File: config.mk
export PLATFORM = sky130hd
export DESIGN_NAME = line_command_led_control_unit
export DESIGN_NICKNAME = d
export VERILOG_FILES = /design/src/sv/lcl_pkg.sv /design/src/sv/lcl_in_stage.sv /design/src/sv/lcl_line_core.sv /design/src/sv/line_command_led_control_unit.sv
export SDC_FILE = /design/constraint.sdc
export NUM_CORES = 1
export LEC_CHECK = 0
export ABC_AREA = 1
export BUFFER_PORTS_ARGS = -buffer_cell sky130_fd_sc_hd__buf_2
export CORE_MARGIN = 2
export CORE_UTILIZATION = 30
export CTS_BUF_LIST = sky130_fd_sc_hd__clkbuf_8
export CTS_CLUSTER_DIAMETER = 60
export DETAILED_ROUTE_END_ITERATION = 7
export PLACE_DENSITY = 0.45
export SETUP_SLACK_MARGIN = 0.3
export SYNTH_ARGS = -nofsm -noshare
export SYNTH_HDL_FRONTEND = slang
export SYNTH_HIERARCHICAL = 1
export SYNTH_SLANG_ARGS = --single-unit
File: constraint.sdc
create_clock -name aclk -period 2.53 [get_ports aclk]
set_input_delay 0.1265 -clock aclk [delete_from_list [all_inputs] [get_ports aclk]]
set_output_delay 0.1265 -clock aclk [all_outputs]
set_load 0.02 [all_outputs]
File: src/sv/lcl_pkg.sv
// Shared types and constants for the line command LED control unit.
package lcl_pkg;

    localparam logic [7:0] CHAR_LF  = 8'h0A;
    localparam logic [7:0] CHAR_CR  = 8'h0D;
    localparam logic [7:0] CHAR_NUL = 8'h00;

    localparam int ON_LEN     = 6;
    localparam int OFF_LEN    = 7;
    localparam int TOGGLE_LEN = 6;

    // Longest command plus one; the match position saturates here.
    localparam logic [3:0] POS_MAX = 4'd8;

    localparam logic [7:0] PAT_ON     [0:7] = '{8'h4C, 8'h45, 8'h44, 8'h20,
                                                8'h4F, 8'h4E, 8'h00, 8'h00};
    localparam logic [7:0] PAT_OFF    [0:7] = '{8'h4C, 8'h45, 8'h44, 8'h20,
                                                8'h4F, 8'h46, 8'h46, 8'h00};
    localparam logic [7:0] PAT_TOGGLE [0:7] = '{8'h54, 8'h4F, 8'h47, 8'h47,
                                                8'h4C, 8'h45, 8'h00, 8'h00};

    typedef enum logic [1:0] {
        CMD_LED_ON  = 2'd0,
        CMD_LED_OFF = 2'd1,
        CMD_TOGGLE  = 2'd2,
        CMD_UNKNOWN = 2'd3
    } cmd_code_t;

    // Byte held in the input register, offered to the line tracker.
    typedef struct packed {
        logic       valid;
        logic [7:0] data;
    } rx_item_t;

endpackage

File: src/sv/lcl_in_stage.sv
// Input register: holds one received byte until the line tracker takes it.
module lcl_in_stage (
    input  logic              aclk,
    input  logic              aresetn,
    input  logic              s_valid,
    output logic              s_ready,
    input  logic [7:0]        s_rx_byte,
    output lcl_pkg::rx_item_t item,
    input  logic              item_take
);
    import lcl_pkg::*;

    logic       valid_reg;
    logic       valid_next;
    logic [7:0] data_reg;

    assign s_ready    = !valid_reg || item_take;
    assign valid_next = (s_valid && s_ready) ? 1'b1 : (item_take ? 1'b0 : valid_reg);

    always_ff @(posedge aclk) begin
        if (!aresetn) begin
            valid_reg <= 1'b0;
        end else begin
            valid_reg <= valid_next;
        end
    end

    always_ff @(posedge aclk) begin
        if (s_valid && s_ready) begin
            data_reg <= s_rx_byte;
        end
    end

    assign item.valid = valid_reg;
    assign item.data  = data_reg;

endmodule

File: src/sv/lcl_line_core.sv
// Line tracker: running command match, LED state and result register.
module lcl_line_core #(
    parameter int LINE_BYTES = 32
) (
    input  logic              aclk,
    input  logic              aresetn,
    input  lcl_pkg::rx_item_t item,
    output logic              item_take,
    output logic              m_valid,
    input  logic              m_ready,
    output logic [1:0]        m_command_code,
    output logic              m_led_level
);
    import lcl_pkg::*;

    localparam int LW = $clog2(LINE_BYTES);
    localparam logic [LW-1:0] DEPTH = LW'(LINE_BYTES - 1);

    logic [LW-1:0] len_reg,   len_next;
    logic [3:0]    pos_reg,   pos_next;
    logic          nul_reg,   nul_next;
    logic          on_reg,    on_next;
    logic          off_reg,   off_next;
    logic          tog_reg,   tog_next;
    logic          led_reg,   led_next;
    logic          valid_reg, valid_next;
    cmd_code_t     code_reg,  code_next;
    logic          level_reg, level_next;

    logic is_eol;
    logic out_load;
    logic hit_on, hit_off, hit_tog;

    assign is_eol    = (item.data == CHAR_LF) || (item.data == CHAR_CR);
    assign item_take = item.valid && (!valid_reg || m_ready);
    assign out_load  = item_take && is_eol && (len_reg != '0);

    // Compared text ends at the first NUL or when the line reaches its length limit.
    assign hit_on  = on_reg  && (pos_reg == 4'(ON_LEN));
    assign hit_off = off_reg && (pos_reg == 4'(OFF_LEN));
    assign hit_tog = tog_reg && (pos_reg == 4'(TOGGLE_LEN));

    always_comb begin
        len_next   = len_reg;
        pos_next   = pos_reg;
        nul_next   = nul_reg;
        on_next    = on_reg;
        off_next   = off_reg;
        tog_next   = tog_reg;
        led_next   = led_reg;
        code_next  = code_reg;
        level_next = level_reg;
        valid_next = (valid_reg && !m_ready) ? 1'b1 : 1'b0;

        if (item_take) begin
            if (is_eol) begin
                if (len_reg != '0) begin
                    if (hit_on) begin
                        code_next = CMD_LED_ON;
                        led_next  = 1'b1;
                    end else if (hit_off) begin
                        code_next = CMD_LED_OFF;
                        led_next  = 1'b0;
                    end else if (hit_tog) begin
                        code_next = CMD_TOGGLE;
                        led_next  = !led_reg;
                    end else begin
                        code_next = CMD_UNKNOWN;
                    end
                    level_next = led_next;
                    valid_next = 1'b1;
                    len_next   = '0;
                    pos_next   = '0;
                    nul_next   = 1'b0;
                    on_next    = 1'b1;
                    off_next   = 1'b1;
                    tog_next   = 1'b1;
                end
            end else if (len_reg < DEPTH) begin
                len_next = len_reg + 1'b1;
                if (!nul_reg) begin
                    if (item.data == CHAR_NUL) begin
                        nul_next = 1'b1;
                    end else begin
                        on_next  = on_reg && (pos_reg < 4'(ON_LEN)) &&
                                   (item.data == PAT_ON[pos_reg[2:0]]);
                        off_next = off_reg && (pos_reg < 4'(OFF_LEN)) &&
                                   (item.data == PAT_OFF[pos_reg[2:0]]);
                        tog_next = tog_reg && (pos_reg < 4'(TOGGLE_LEN)) &&
                                   (item.data == PAT_TOGGLE[pos_reg[2:0]]);
                        if (pos_reg != POS_MAX) begin
                            pos_next = pos_reg + 1'b1;
                        end
                    end
                end
            end
        end
    end

    always_ff @(posedge aclk) begin
        if (!aresetn) begin
            len_reg   <= '0;
            pos_reg   <= '0;
            nul_reg   <= 1'b0;
            on_reg    <= 1'b1;
            off_reg   <= 1'b1;
            tog_reg   <= 1'b1;
            led_reg   <= 1'b1;
            valid_reg <= 1'b0;
        end else begin
            len_reg   <= len_next;
            pos_reg   <= pos_next;
            nul_reg   <= nul_next;
            on_reg    <= on_next;
            off_reg   <= off_next;
            tog_reg   <= tog_next;
            led_reg   <= led_next;
            valid_reg <= valid_next;
        end
    end

    always_ff @(posedge aclk) begin
        code_reg  <= code_next;
        level_reg <= level_next;
    end

    assign m_valid        = valid_reg;
    assign m_command_code = code_reg;
    assign m_led_level    = level_reg;

    assert property (@(posedge aclk) disable iff (!aresetn)
        pos_reg <= POS_MAX)
        else $error("match position past saturation");

    assert property (@(posedge aclk) disable iff (!aresetn)
        (pos_reg == POS_MAX) |-> !(on_reg || off_reg || tog_reg))
        else $error("command flag alive past longest command");

    assert property (@(posedge aclk) disable iff (!aresetn)
        out_load |=> (len_reg == '0) && valid_reg && (m_led_level == led_reg))
        else $error("line end did not restart line or publish LED");

    assert property (@(posedge aclk) disable iff (!aresetn)
        (item_take && is_eol && (len_reg == '0)) |=> $stable(led_reg))
        else $error("empty line changed LED");

    assert property (@(posedge aclk) disable iff (!aresetn)
        (pos_reg != '0) |-> (len_reg >= LW'(pos_reg)))
        else $error("match position ahead of line length");

endmodule

File: src/sv/line_command_led_control_unit.sv
// Top level of the line command LED control unit.
// Received bytes enter on the s_ channel, one transfer per cycle while no result is held back
// by m_ready; each byte goes through an input register and then match logic into the result
// register, so a result is offered once the line-ending CR or LF has passed both registers.
// While a result waits on m_ready the byte in the input register is held and s_ready
// stays low until the result transfers.
// Lines hold up to LINE_BYTES-1 characters, later ones are dropped; a NUL ends the
// compared text. "LED ON", "LED OFF" and "TOGGLE" set, clear or invert the LED (lit
// after reset); anything else reports unknown. CR or LF on an empty line is ignored.
// The line text is not stored: the commands are matched as the bytes arrive.
module line_command_led_control_unit #(
    parameter int LINE_BYTES = 32
) (
    input  logic       aclk,
    input  logic       aresetn,
    input  logic       s_valid,
    output logic       s_ready,
    input  logic [7:0] s_rx_byte,
    output logic       m_valid,
    input  logic       m_ready,
    output logic [1:0] m_command_code,
    output logic       m_led_level
);
    import lcl_pkg::*;

    rx_item_t item;
    logic     item_take;

    lcl_in_stage u_in (
        .aclk      (aclk),
        .aresetn   (aresetn),
        .s_valid   (s_valid),
        .s_ready   (s_ready),
        .s_rx_byte (s_rx_byte),
        .item      (item),
        .item_take (item_take)
    );

    lcl_line_core #(
        .LINE_BYTES (LINE_BYTES)
    ) u_core (
        .aclk           (aclk),
        .aresetn        (aresetn),
        .item           (item),
        .item_take      (item_take),
        .m_valid        (m_valid),
        .m_ready        (m_ready),
        .m_command_code (m_command_code),
        .m_led_level    (m_led_level)
    );

endmodule
Word level (Yosys, flattened, before mapping) --
Memories as Yosys holds them, arrays and structs flattened. Cells that the tools add are included.
Storage, ports and cells: register bits 27, memories 3, input bits 12, ROM bits 192, output and inout bits 5, word-level logic and storage cells 107
Cells by class: add/subtract/negate cells 2, reduce and logical (&&, ||, !) cells 29, mux-type cells 44, $lt $le $gt $ge 4, equality and inequality tests 11, bitwise logic cells 1
Memory list:
- (no name shown) | depth 8, width 8, read ports 1, clocked after Yosys merged registers in 0, wr ports 0, RTL line lcl_line_core.sv:86 | (item.data == PAT_ON[pos_reg[2:0]]);
- (no name shown) | depth 8, width 8, read ports 1, clocked after Yosys merged registers in 0, wr ports 0, RTL line lcl_line_core.sv:90 | (item.data == PAT_TOGGLE[pos_reg[2:0]]);
- (no name shown) | depth 8, width 8, read ports 1, clocked after Yosys merged registers in 0, wr ports 0, RTL line lcl_line_core.sv:88 | (item.data == PAT_OFF[pos_reg[2:0]]);
Operator list (count):
- 8-bit 2-to-1 mux | 6
- 1-bit 2-to-1 mux | 29
- 8-bit == test | 3
- 4-bit 2-to-1 mux | 6
- 8-bit by 4-bit == test with 1-bit output, second input constant | 2
- 5-bit 2-to-1 mux | 3
- 1-bit logical AND | 12
- 4-bit by 3-bit == test with 1-bit output, second input constant | 2
- 8-bit logical NOT | 1
- 4-bit by 3-bit less-than comparator with 1-bit output, second input constant | 2
- 3-bit AND reduction | 2
- 6-bit AND reduction | 1
- 2-bit nonzero test | 3
- 5-bit by 1-bit adder with 5-bit output, second input constant | 1
- 5-bit less-than comparator, second input constant | 1
- 5-bit AND reduction | 1
- 5-bit nonzero test | 1
- 4-bit by 1-bit adder with 4-bit output, second input constant | 1
- 4-bit greater-or-equal comparator, second input constant | 1
- 1-bit logical NOT | 4
- 2-bit != test, second input constant | 2
- 4-bit != test, second input constant | 1
- 3-bit NOT with 4-bit output | 1
- 1-bit logical OR | 3
- 2 further kinds | 2

Depth between registers and ports, before layout --
Gate-level depths: netlist of run 1.
depth in word-level cells 10, depth in mapped cells 11, depth with buffers taken out 11

Hierarchy --
The synthesis of run 1 kept the hierarchy.
Modules (own cells, without submodules):
- lcl_line_core | times used 1, seq. area each 390.4 sq um, cells each 240, area each 1505.2 sq um
- lcl_in_stage | times used 1, seq. area each 260.2 sq um, cells each 16, area each 299.0 sq um

Worst setup path before layout of run 1 --
OpenSTA, ideal clock, no wires.
path type flip-flop to flip-flop, start register u_core.valid_reg (netlist: u_core/m_valid), end register u_in.data_reg[0] (enable), library setup time 0.375 ns, stages on the path, launching flop included 6, path slack 1.066 ns, data arrival time 1.089 ns, data required time 2.155 ns, cells stage by stage dfxtp_1 > nand2_1 > nand2_1 > inv_1 > inv_2 > a21oi_1
On the way: cells in the longest elaborated chain, start to end 5
RTL lines:
- start: declaration | RTL line lcl_line_core.sv:26 | logic valid_reg, valid_next;
- start signal: assignment | RTL line lcl_line_core.sv:118 | valid_reg <= valid_next;
- 1-bit logical NOT | RTL line lcl_line_core.sv:35 | assign item_take = item.valid && (!valid_reg || m_ready);
- 1-bit logical OR | RTL line lcl_line_core.sv:35
- 1-bit logical AND | RTL line lcl_line_core.sv:35
- named net item_take | RTL line line_command_led_control_unit.sv:27 | logic item_take;
- 1-bit logical OR | RTL line lcl_in_stage.sv:17 | assign s_ready = !valid_reg || item_take;
- 1-bit logical AND | RTL line lcl_in_stage.sv:29 | if (s_valid && s_ready) begin
- end signal: assignment | RTL line lcl_in_stage.sv:30 | data_reg <= s_rx_byte;
- end: declaration | RTL line lcl_in_stage.sv:15 | logic [7:0] data_reg;
The timed path passes the listed nets, and every way through them passes these cells. A chain may end at the register's enable or synchronous reset.

Worst setup path after layout of run 1 --
start register u_core.pos_reg[2], end register u_core.on_reg
On the way: cells in the longest elaborated chain, start to end 10
RTL lines:
- start: declaration | RTL line lcl_line_core.sv:20 | logic [3:0] pos_reg, pos_next;
- start signal: assignment | RTL line lcl_line_core.sv:112 | pos_reg <= pos_next;
- 3-bit NOT with 4-bit output (implied by the code) | RTL line lcl_line_core.sv:86
- memory 8 x 8 bit
- 8-bit 2-to-1 mux (implied by the code) (2 in series) | RTL line lcl_line_core.sv:86
- 8-bit == test | RTL line lcl_line_core.sv:86
- 1-bit logical AND (*) | RTL line lcl_line_core.sv:85 | on_next = on_reg && (pos_reg < 4'(ON_LEN)) &&
- 1-bit 2-to-1 mux (*) | RTL line lcl_line_core.sv:82 | if (item.data == CHAR_NUL) begin
- 1-bit 2-to-1 mux (*) | RTL line lcl_line_core.sv:81 | if (!nul_reg) begin
- 1-bit 2-to-1 mux (*) | RTL line lcl_line_core.sv:79 | end else if (len_reg < DEPTH) begin
- 1-bit 2-to-1 mux (*) | RTL line lcl_line_core.sv:56 | if (is_eol) begin
- end signal: assignment | RTL line lcl_line_core.sv:114 | on_reg <= on_next;
- end: declaration | RTL line lcl_line_core.sv:22 | logic on_reg, on_next;
Every way passes the cells marked *; elsewhere a longest branch is shown, timed or not. The select of a mux whose other input is x is not followed.

==> results of run 1 <==
==> path summary, 6_finish.rpt <==
path / cells past startpoint / from / to
setup / recovery: 11 / u_core/pos_reg[2] / u_core/on_reg
hold / removal: 1 / s_rx_byte[7] / u_in/data_reg[7]
setup reg to reg: 11 / u_core/pos_reg[2] / u_core/on_reg
hold reg to reg: 2 / u_core/off_reg / u_core/off_reg
==> Yosys cell counts <==
cell type / count / area (µm²)
nor2_1: 29 / 108.9
nand2_1: 80 / 300.3
nand3_1: 27 / 135.1
inv_1: 30 / 112.6
ha_1: 9 / 112.6
buf_4: 1 / 7.510
dfxtp_1: 16 / 320.3
inv_2: 5 / 18.77
nor2_2: 2 / 12.51
nand3b_1: 1 / 7.510
nand3_2: 3 / 30.03
nand2_2: 2 / 12.51
a21oi_1: 11 / 55.05
o21ai_0: 5 / 25.02
nand4_1: 4 / 25.02
nor3_1: 1 / 5.000
o21ai_1: 1 / 5.000
buf_6: 2 / 22.52
a21boi_0: 2 / 15.01
a21oi_2: 1 / 8.760
xor2_1: 4 / 35.03
nand3_4: 1 / 17.52
nand2_4: 4 / 45.04
nor2_8: 1 / 20.02
or2_2: 1 / 6.260
edfxtp_1: 11 / 330.3
buf_2: 2 / 10.01
==> cell type report <==
type                            instances  area (µm²)
Tap cell                               75       93.84
Timing Repair Buffer                   17       87.58
Fill cell                             648        3857
Clock inverter                          1       6.256
Sequential cell                        27       650.6
Clock buffer                            3       41.29
Inverter                               35       131.4
Multi-Input combinational cell        189       982.2
==> metal layers <==
layer  up-vias  wire length [µm]  global-route usage, %
met1       691              2254                  20.20
li1        847                 -                      -
met4         0                32                  3.051
met5         -                 0                      0
met2        21              1767                  21.80
met3         2                97                  1.648
==> power groups by stage <==
stage	sequential [W]	clock (W)	combinational (W)
floorplan	0.000504	0	0.000153
global placement	0.000520	0	0.000193
detailed placement	0.000518	0	0.000189
CTS	0.000508	0.000265	0.000190
global route	0.000513	0.000292	0.000221
finish	0.000508	0.000253	0.000190
==> logic make-up (layout without fill, tap and decap cells) <==
| group | Yosys count | in the layout |
|---|---|---|
| AND/OR/NAND/NOR | 156 | 156 |
| buffers and inverters | 40 | 56 |
| flip-flops | 27 | 27 |
| AO/OA/AOI/OAI | 20 | 20 |
| adder cells (fa/ha/maj) | 9 | 9 |
| XOR/XNOR | 4 | 4 |
==> worst max-delay path, stage by stage (launching register included) <==
cell and delay (ns):
dfxtp_1 0.63, inv_1 0.26, ha_1 0.28, nand2_1 0.07
nand2_1 0.04, nor2_1 0.15, nand2_1 0.07, nor2_1 0.12
nand3_1 0.09, nand2_1 0.07, nand2_1 0.05, nand3_1 0.06
==> per-stage QoR <==
step | util, % | total power, W | worst slack, ns | hold WS (ns)
4_1_cts | 34.07 | 0.0009634 | 0.5886 | 0.02229
6_report | 34.07 | 0.0009511 | 0.5956 | 0.02842
3_5_place_dp | 33.25 | 0.0007069 | 0.5915 | 0.3046
2_1_floorplan | - | 0.0006568 | 1.066 | 0.2254
3_3_place_gp | 33.25 | 0.0007128 | 0.5285 | 0.3028
5_1_grt | 34.07 | 0.001027 | 0.3513 | 0.01265
==> metrics.cfg, run 1 <==
[logic_synthesis]
ys_seq_elements = 27
synthCells = 256
syn_avg_cell_area_um2 = 7.048
yosys.area_share.simple_pct = 40.22
synth_xor_area_share_pct = 1.942
ys_seq_area_share_pct = 36.06
syn_area_um2 = 1804
synth_mux_area_share_pct = 0
synth_warnings = 6
synth_compound_area_share_pct = 6.033
synth_top_family_by_area = simple AND/OR/NAND/NOR gates
synth-adder-area-share_pct = 6.241
syn_nets = 277
yosysUniqueCellTypes = 27

[timing]
rsz0062_at_grt = no
period_share_pct = 76.46
setup_tns_ns = 0
finalClockSkew_ns = 0.01312
finalSetupViolCount = 0
fmax_ghz = 0.5170
tightest_slew_ns = 0.4831
hold_viol = 0
drv_slew = 0
min_period_ns = 1.934
maxSlewHeadroom_pct = 67.75

[layout]
n_antenna_cell = 0
drive_gt1_share_pct = 15.07
nets = 294
final_cell_area_um2 = 1993
syn_to_final_growth_pct = 10.47
final_common_cell = nand2_1
largest_register_ff_count = 8
mostFrequentLayoutCells = nand2_1, inv_1, nor2_1, nand3_1
final_cells = 347

[place]
port_buffers = 16
gp_congestion = 0.9017
placed_area_um2 = 1946
post-place-cells = 343
hpwl_mm = 3.265

[route]
wirelength_mm = 4.151
wl_per_cell_um = 11.96
antenna_left = 0
drt-initial-drc-count = 105
drcViolationCount = 0
num_vias = 1561
via_per_inst = 4.499
first_pass_iters = 6

[setup_path]
worstPathArrival_ns = 2.16
required_ns = 2.75
r2r_slack_ns = 0.60
critPathKind = register to register
crit_fanout = 13
start_kind = register
end_kind = register

[flow_run]
cap_viol_max_count = 0

[clocking]
post_cts_resized = 0
cts_buffers = 3
cts.sinks = 27
clockBufferDepth = 2
post_cts_buffers = 0
holdBufCountCts = 0
clockRootBuffer = clkbuf_8
cts_tree = done
clk_latency_ns = 0.28
ctsHtreeMaxLevel = 1
clk_transition_reported_paths_ns = 0.10

[pwr]
power_density_nw_per_um2 = 477.2
swShare_pct = 30.90
combPwrFrac_pct = 20.0
p_int_w = 0.0006572
p_leak_nw = 0.9841
p_clk_share_pct = 26.6
pwr-share-seq_pct = 53.4
irDropWorstVdd_uv = 206.8
power.switching_w = 0.0002939

[global_routing]
grt_first_pass_wirelength_mm = 7.010
grt_pass1_vias = 1460
antenna_found_initial = 0
grt_overflow = 0
grt_usage_pct = 13.84
grt_max_degree = 17

[floorplanning]
initial_core_util_pct = 30.84
floorplan.die.height_um = 81.55
io_pins = 17
die_x_um = 81.55
coreArea_um2 = 5851
rows = 28
dieArea_um2 = 6650

[hold_path]
hp-class = input pin to register

[outcome]
status = complete, no violations

Note: power is estimated with default switching activity, not from simulation.
==> inputs of run 2 (changes only) <==
Settings changed: PLACE_DENSITY 0.45 to 0.47.
Clock period 2.53 ns to 1.7 ns, I/O delays scaled along.
==> metrics.cfg, run 2 (synthesis results as in run 1) <==
[setup_path]
end_kind = register
crit_fanout = 7
start_kind = register
worstPathArrival_ns = 1.69
required_ns = 1.88
critPathKind = register to register
r2r_slack_ns = 0.19

[timing]
hold_viol = 0
finalSetupViolCount = 0
tightest_slew_ns = 0.2843
period_share_pct = 88.66
min_period_ns = 1.507
maxSlewHeadroom_pct = 81.05
drv_slew = 0
finalClockSkew_ns = 0.01071
fmax_ghz = 0.6635
rsz0062_at_grt = yes
whs_ns = 0.07295

[global_routing]
grt_usage_pct = 14.29
grt_overflow = 0
grt_first_pass_wirelength_mm = 7.445
grt_max_degree = 16
grt_pass1_vias = 1655
antenna_found_initial = 0

[layout]
final_cells = 385
drive_gt1_share_pct = 36.77
fill_cells = 583
syn_to_final_growth_pct = 40.22
mostFrequentLayoutCells = nand2_1, buf_4, inv_1, nand3_1, nor2_1
final_common_cell = nand2_1
n_antenna_cell = 0
largest_register_ff_count = 8
nets = 332
final_cell_area_um2 = 2530

[place]
gp_congestion = 0.9300
hpwl_mm = 3.226
port_buffers = 16
post-place-cells = 352
placed_area_um2 = 2041

[route]
antenna_left = 0
wirelength_mm = 4.450
wl_per_cell_um = 11.56
drt-initial-drc-count = 127
drcViolationCount = 0
first_pass_iters = 4
num_vias = 1725
via_per_inst = 4.481

[flow_run]
cap_viol_max_count = 0

[floorplanning]
die_x_um = 81.55
io_pins = 17
initial_core_util_pct = 30.84
dieArea_um2 = 6650
coreArea_um2 = 5851
floorplan.die.height_um = 81.55
rows = 28

[clocking]
clockBufferDepth = 2
cts.sinks = 27
clk_latency_ns = 0.28
ctsHtreeMaxLevel = 1
clk_transition_reported_paths_ns = 0.10
clockRootBuffer = clkbuf_8
cts_buffers = 3
cts_tree = done

[pwr]
finalPower_w = 0.001543
irDropWorstVdd_uv = 297.6
power_density_nw_per_um2 = 609.8
p_leak_nw = 1.180

[hold_path]
hp-class = input pin to register

[outcome]
status = complete, no violations

==> run 2: cell types whose count changed in the layout (fill, tap and decap cells not counted), sizes merged <==
| cell | before | now |
|---|---|---|
| dlygate4sd3 | 0 | 8 |
| nand2 | 86 | 87 |
| clkinv | 0 | 1 |
| buf | 17 | 46 |
| inv | 36 | 35 |
==> run 2: worst paths after layout <==
kind,from,depth (start not counted),endpoint
setup / recovery,u_in/data_reg[5],9,u_core/nul_reg
hold / removal,s_valid,3,u_in/valid_reg
setup reg to reg,u_in/data_reg[5],9,u_core/nul_reg
hold reg to reg,u_core/tog_reg,2,u_core/tog_reg
==> run 2: critical path, stage by stage, from the launching register on <==
cell	delay, ns
edfxtp_1	0.43
nor2_4	0.16
nand2_4	0.08
nor2_8	0.16
nand2_8	0.10
nand2_8	0.11
nand2_8	0.08
buf_4	0.14
o21ai_1	0.10
nor2_1	0.05
==> run 2: cell type report <==
type | instances | area (µm²) | share of cell area [%]
Timing Repair Buffer | 54 | 416.7 | 16.47
Inverter | 35 | 133.9 | 5.292
Sequential cell | 27 | 663.1 | 26.21
Tap cell | 75 | 93.84 | 3.709
Clock inverter | 1 | 5.005 | 0.1978
Clock buffer | 3 | 41.29 | 1.632
Multi-Input combinational cell | 190 | 1176 | 46.49
==> run 2: where the power goes <==
group / internal [W] / switching, W / leakage (nW) / total (W)
registers: 0.000709 / 0.0000371 / 0.232 / 0.000747
clock network: 0.000165 / 0.000207 / 0.0255 / 0.000371
logic: 0.000185 / 0.000240 / 0.923 / 0.000425
total: 0.00106 / 0.000483 / 1.18 / 0.00154
==> run 2: repair_timing <==
action,in CTS,in global routing
buffers inserted,8,12
hold buffers,8,0
endpoints found under the setup margin,18,20
hold endpoints to repair,8,0
pin swaps,4,20
gates resized for setup,22,40
gates cloned,0,1
==> run 2: routing by layer <==
layer	track usage, %	up-vias	wire length (µm)
li1	-	922	-
met2	23.20	35	1995
met4	6.949	0	120
met3	2.088	8	122
met5	0	-	0
met1	18.54	760	2213
==> run 2: stage by stage <==
stage	TNS [ns]	setup slack, ns	utilization (%)
3_5_place_dp	0	0.002607	34.88
4_1_cts	0	0.1810	39.52
5_1_grt	0	0.1196	43.24
6_report	0	0.1928	43.24
3_3_place_gp	-0.1298	-0.04448	34.88
2_1_floorplan	0	0.2790	-
